### src/rhht_pkg.sv
// types and codes shared by the robin hood hash table modules
// no dependencies
`default_nettype none

package rhht_pkg;

  localparam int unsigned WORD_W  = 64;
  localparam int unsigned COUNT_W = 10;

  typedef enum logic [1:0] {
    KIND_FIND   = 2'd0,
    KIND_PUT    = 2'd1,
    KIND_REMOVE = 2'd2,
    KIND_CLEAR  = 2'd3
  } kind_t;

  // one stored slot
  typedef struct packed {
    logic [WORD_W-1:0] hash;
    logic [WORD_W-1:0] key;
    logic [WORD_W-1:0] value;
  } entry_t;

  // datapath commands from the controller
  typedef enum logic [3:0] {
    CMD_NOP,
    CMD_LOAD,
    CMD_CLR_STEP,
    CMD_PROBE_NEXT,
    CMD_FIND_HIT,
    CMD_PUT_HIT,
    CMD_PUT_FULL,
    CMD_PUT_START,
    CMD_EMP_SWAP,
    CMD_EMP_SKIP,
    CMD_RM_HIT,
    CMD_SHIFT_MOVE,
    CMD_SHIFT_END,
    CMD_EMIT
  } cmd_t;

  // datapath status seen by the controller
  typedef struct packed {
    kind_t kind;
    logic  empty;
    logic  match;
    logic  poorer;
    logic  disp_zero;
    logic  full_cond;
    logic  clr_last;
    logic  out_free;
  } status_t;

  typedef enum logic [8:0] {
    S_RST_CLR = 9'b000000001,
    S_IDLE    = 9'b000000010,
    S_OP_CLR  = 9'b000000100,
    S_LRD     = 9'b000001000,
    S_LEV     = 9'b000010000,
    S_ERD     = 9'b000100000,
    S_EEV     = 9'b001000000,
    S_SHIFT   = 9'b010000000,
    S_DONE    = 9'b100000000
  } state_t;

endpackage

`default_nettype wire

### src/rhht_ctrl.sv
// controller state machine sequencing probe, insert, shift and clear
// depends on rhht_pkg
`default_nettype none

module rhht_ctrl (
  input  wire logic              clk,
  input  wire logic              rst_n,
  input  wire logic              in_valid,
  output logic                   in_ready,
  input  wire rhht_pkg::status_t status,
  output rhht_pkg::cmd_t         cmd
);

  rhht_pkg::state_t state_r, state_nxt;

  always_ff @(posedge clk) begin
    if (!rst_n) begin
      state_r <= rhht_pkg::S_RST_CLR;
    end else begin
      state_r <= state_nxt;
    end
  end

  assign in_ready = (state_r == rhht_pkg::S_IDLE);

  // next state and command
  always_comb begin
    state_nxt = state_r;
    cmd       = rhht_pkg::CMD_NOP;
    case (state_r)
      rhht_pkg::S_RST_CLR: begin
        cmd = rhht_pkg::CMD_CLR_STEP;
        if (status.clr_last) begin
          state_nxt = rhht_pkg::S_IDLE;
        end
      end
      rhht_pkg::S_IDLE: begin
        if (in_valid) begin
          cmd = rhht_pkg::CMD_LOAD;
          state_nxt = rhht_pkg::S_LRD;
        end
      end
      rhht_pkg::S_LRD: begin
        // clear is decided here, after the item kind is latched
        if (status.kind == rhht_pkg::KIND_CLEAR) begin
          state_nxt = rhht_pkg::S_OP_CLR;
        end else begin
          state_nxt = rhht_pkg::S_LEV;
        end
      end
      rhht_pkg::S_OP_CLR: begin
        cmd = rhht_pkg::CMD_CLR_STEP;
        if (status.clr_last) begin
          state_nxt = rhht_pkg::S_DONE;
        end
      end
      rhht_pkg::S_LEV: begin
        if (!status.empty && status.match) begin
          case (status.kind)
            rhht_pkg::KIND_FIND: begin
              cmd = rhht_pkg::CMD_FIND_HIT;
              state_nxt = rhht_pkg::S_DONE;
            end
            rhht_pkg::KIND_PUT: begin
              cmd = rhht_pkg::CMD_PUT_HIT;
              state_nxt = rhht_pkg::S_DONE;
            end
            default: begin
              cmd = rhht_pkg::CMD_RM_HIT;
              state_nxt = rhht_pkg::S_SHIFT;
            end
          endcase
        end else if (status.empty || status.poorer) begin
          // key absent
          if (status.kind == rhht_pkg::KIND_PUT) begin
            if (status.full_cond) begin
              cmd = rhht_pkg::CMD_PUT_FULL;
              state_nxt = rhht_pkg::S_DONE;
            end else begin
              cmd = rhht_pkg::CMD_PUT_START;
              state_nxt = rhht_pkg::S_ERD;
            end
          end else begin
            state_nxt = rhht_pkg::S_DONE;
          end
        end else begin
          cmd = rhht_pkg::CMD_PROBE_NEXT;
          state_nxt = rhht_pkg::S_LRD;
        end
      end
      rhht_pkg::S_ERD: begin
        state_nxt = rhht_pkg::S_EEV;
      end
      rhht_pkg::S_EEV: begin
        if (status.empty || status.poorer) begin
          cmd = rhht_pkg::CMD_EMP_SWAP;
          state_nxt = status.empty ? rhht_pkg::S_DONE : rhht_pkg::S_ERD;
        end else begin
          cmd = rhht_pkg::CMD_EMP_SKIP;
          state_nxt = rhht_pkg::S_ERD;
        end
      end
      rhht_pkg::S_SHIFT: begin
        // read of the next slot is in flight this cycle
        state_nxt = rhht_pkg::S_ERD;
      end
      rhht_pkg::S_DONE: begin
        if (status.out_free) begin
          cmd = rhht_pkg::CMD_EMIT;
          state_nxt = rhht_pkg::S_IDLE;
        end
      end
      default: begin
        state_nxt = rhht_pkg::S_IDLE;
      end
    endcase
    // backward shift evaluation shares the evaluate state with emplace
    if (state_r == rhht_pkg::S_EEV && status.kind == rhht_pkg::KIND_REMOVE) begin
      if (status.empty || status.disp_zero) begin
        cmd = rhht_pkg::CMD_SHIFT_END;
        state_nxt = rhht_pkg::S_DONE;
      end else begin
        cmd = rhht_pkg::CMD_SHIFT_MOVE;
        state_nxt = rhht_pkg::S_ERD;
      end
    end
  end

endmodule

`default_nettype wire

### config.mk
export PLATFORM = sky130hd
export DESIGN_NAME = rhht_ctrl
export DESIGN_NICKNAME = d
export VERILOG_FILES = /design/src/rhht_pkg.sv /design/src/rhht_ctrl.sv
export SDC_FILE = /design/constraint.sdc
export NUM_CORES = 1
export LEC_CHECK = 0
export ABC_AREA = 1
export BUFFER_PORTS_ARGS = -buffer_cell sky130_fd_sc_hd__buf_4
export CAP_MARGIN = 5
export CORE_ASPECT_RATIO = 1.4
export CORE_MARGIN = 1.5
export CORE_UTILIZATION = 38
export DETAILED_ROUTE_END_ITERATION = 8
export GPL_TIMING_DRIVEN = 0
export PLACE_DENSITY_LB_ADDON = 0.05
export SYNTH_ARGS = -nofsm -noshare
export SYNTH_HDL_FRONTEND = slang
export SYNTH_SLANG_ARGS = --single-unit
### constraint.sdc
create_clock -name clk -period 1.3 [get_ports clk]
set_input_delay 0.195 -clock clk [delete_from_list [all_inputs] [get_ports clk]]
set_output_delay 0.195 -clock clk [all_outputs]
set_load 0.02 [all_outputs]
==> summary.txt <==
Dpl hpwl -> 1820 um
Vias per cell -> 5.18
Largest net degree at the start of global routing -> 8
Max-Cap Viols -> 0
Critical path, cell by cell -> nor2_4, nand2_4, nor2_4, nand2_2, o2111ai_2, nand3_1, nand2_2, buf_6
Least-Margin Pin Slew -> 0.255 ns
Arrival time worst endpoint -> 1.61 ns
CTS tree -> done
Clock sink count -> 9
Clk Latency, worst-skew pair -> 0.26 ns
Failing checks -> negative setup slack
Worst r2r dst -> state_r[8]$_SDFFE_PN0P_
Die footprint -> 2490 um2
Final clock skew -> 0.00171 ns
Share of layout cells above drive strength 1 -> 44.1%
FF-to-FF setup slack -> -0.26 ns
Outcome -> complete, but fails checks
Worst setup SP type -> flip-flop
Hold EP -> state_r[0]$_SDFFE_PN1P_
Cell variety after synth -> 21
Fin Hold WS -> 0.145 ns
Hold Crit Depth -> 2
I/O Pins -> 17
Max reg flops -> 9
PnR worst setup slack -> -0.502 ns
Crit Path Category -> reg -> out
Reg clk slew, reported paths -> 0.06 ns
Critical R2R Launch -> state_r[5]$_SDFFE_PN0P_
IO buf count -> 16
Syn_nets -> 151
Non-filler instance count after layout -> 191
Initial antenna violation count -> 0
Period Utilization, post-route -> 139%
Gr usage total -> 21.0%
Post-Syn Area per Cell -> 5.99 um2
Fill cell count -> 205
Tot Pwr -> 0.950 mW
Initial core utilization -> 41.2%
Sequential Area -> 194 um2
Most frequent cell after synthesis -> nand2_1
DIE WIDTH -> 42.6 um
Core area -> 2020 um2
Largest reg by FF count -> state_r
Leakage -> 0.644 nW
CTS Buf Count -> 3
CTS H-Tree Depth -> 1
Power per cell area -> 783 nW/um2
Placed cell areas -> 997 um2
Footprint of the multi-input gates -> 644 um2
Post-route ant nets -> 0
Yosys Warn Count -> 0
Synth top cells by count -> nand2_1, inv_1, nor2_1, nand3_1, dfxtp_1
Top post-synthesis cells by area -> dfxtp_1, nand2_1, inv_1, nand3_1, nor2_1
Post-Route WL -> 2410 um
Clock tree root buffer cell -> clkbuf_4
Yosys reg bits -> 9
Area grow syn2layout -> 45.6%
Final instance area -> 1210 um2
Final GP Congestion -> 0.855
Hold Startpoint -> rst_n
Largest area contributor in the netlist -> dfxtp_1
Vias -> 990
Maximum operating frequency -> 555 MHz
Global route overflow -> 0
R2R depth -> 9
Minimum clock period -> 1.80 ns
Vias in the first global route -> 901
Antenna cells -> 0
Die H -> 58.4 um
Synth top area share -> 21.6%
First-pass GRT wire length -> 3860 um
Worst Hold Class -> in -> reg
Largest stage delay, worst path -> 0.34 ns
Worst Path Max Fanout -> 4
Fin Setup TNS -> -3.52 ns
Drt first pass iters -> 4
EDFF count, synth -> 0
Final setup fails -> 13
Share of flip-flops with an asynchronous set or reset -> 0%
Number of hold violations in the final report -> 0
# DRC -> 0
DRT iter0 DRCs -> 19
Final Max Tran Viols -> 0
WP data required -> 1.11 ns
RSZ-0062 raised after global routing -> true
Post-synth top flop -> dfxtp_1
Nets -> 183
FP Rows -> 19
CP max-delay cell -> dfxtp_2
CP endpoint kind -> output port
Sequential area share after synthesis -> 21.6%
Peak supply drop -> 0.458 mV
Mapped Area -> 833 um2
Inst Count DP -> 176
Synthesized instance count -> 139
Biggest regs -> state_r (9)
Max clock buf depth -> 2
Rel. slew slack -> 82.9%
Avg WL per Cell -> 12.6 um
==> layout make-up <==
type                       instances  area share (%)
sequential                         9            16.0
multi-input combinational        103            53.1
inverter                          27            8.35
clock buffer                       4            2.16
timing repair buffer              27            18.2
tap                               21            2.16
==> metrics by stage <==
stage / setup slack, ns / util [%]
3_5_place_dp: -0.322 / 49.3
2_1_floorplan: -0.0602 / -
3_3_place_gp: -0.319 / 49.3
4_1_cts: -0.509 / 57.4
6_report: -0.502 / 60.1
5_1_grt: -0.600 / 60.1
==> routing by layer <==
metal	routed length [um]	GRT usage, %	up-vias	share of wire, %
li1	-	-	506	-
met1	940	23.3	436	39
met2	1250	37.8	38	52
met3	102	0.920	10	4.2
met4	117	14.7	0	4.9
met5	0	0	-	0
==> logic make-up after synthesis <==
family	count (synthesis)	synth area share (%)
buf+inv	27	12.2
flops	9	21.6
compound gates	15	12.0
simple gates	88	54.2
==> what timing repair did <==
action,in CTS,in global routing
setup buffers,7,4
hold buffers,0,0
endpoints found under the hold margin,0,0
gates cloned,0,0
endpoints found under the setup margin,12,13
pin swaps,10,11
gates resized for setup,31,6
==> worst max-delay path: cells and delay by family (launching register included) <==
family	cells	cell delay [ns]
compound gates	1	0.18
buf+inv	1	0.12
flops	1	0.34
simple gates	6	0.71
==> report_power, final <==
part / total [mW] / internal (mW) / switching (mW)
registers: 0.315 / 0.295 / 0.0197
clock network: 0.211 / 0.118 / 0.0928
logic: 0.424 / 0.175 / 0.249
total: 0.950 / 0.588 / 0.362
==> how the worst max path moves through the flow <==
stage | startpoint | to | slack, ns
CTS | state_r[3]$_SDFFE_PN0P_ | cmd[0] | -0.51
finish | state_r[5]$_SDFFE_PN0P_ | cmd[0] | -0.50
detailed placement | state_r[6]$_SDFFE_PN0P_ | cmd[0] | -0.32
global placement | state_r[4]$_SDFFE_PN0P_ | cmd[0] | -0.32
global route | state_r[2]$_SDFFE_PN0P_ | cmd[2] | -0.60
floorplan | state_r[5]$_SDFFE_PN0P_ | cmd[0] | -0.06
==> cells in the final DEF, fill, tap and decap left out, types with 2 or more instances in the layout <==
master,count
nor3_1,2
a21oi_1,5
buf_6,5
clkbuf_4,3
nand3_4,3
nand4_1,2
inv_2,4
nor2_4,6
o2111ai_2,2
nand2_1,27
nor2_2,2
nand3_1,13
nand2_2,9
dfxtp_2,8
inv_1,23
nand3_2,4
buf_4,22
nor2_1,15
a31oi_1,2
o21ai_1,3
Power figures use the tool's default switching activity.
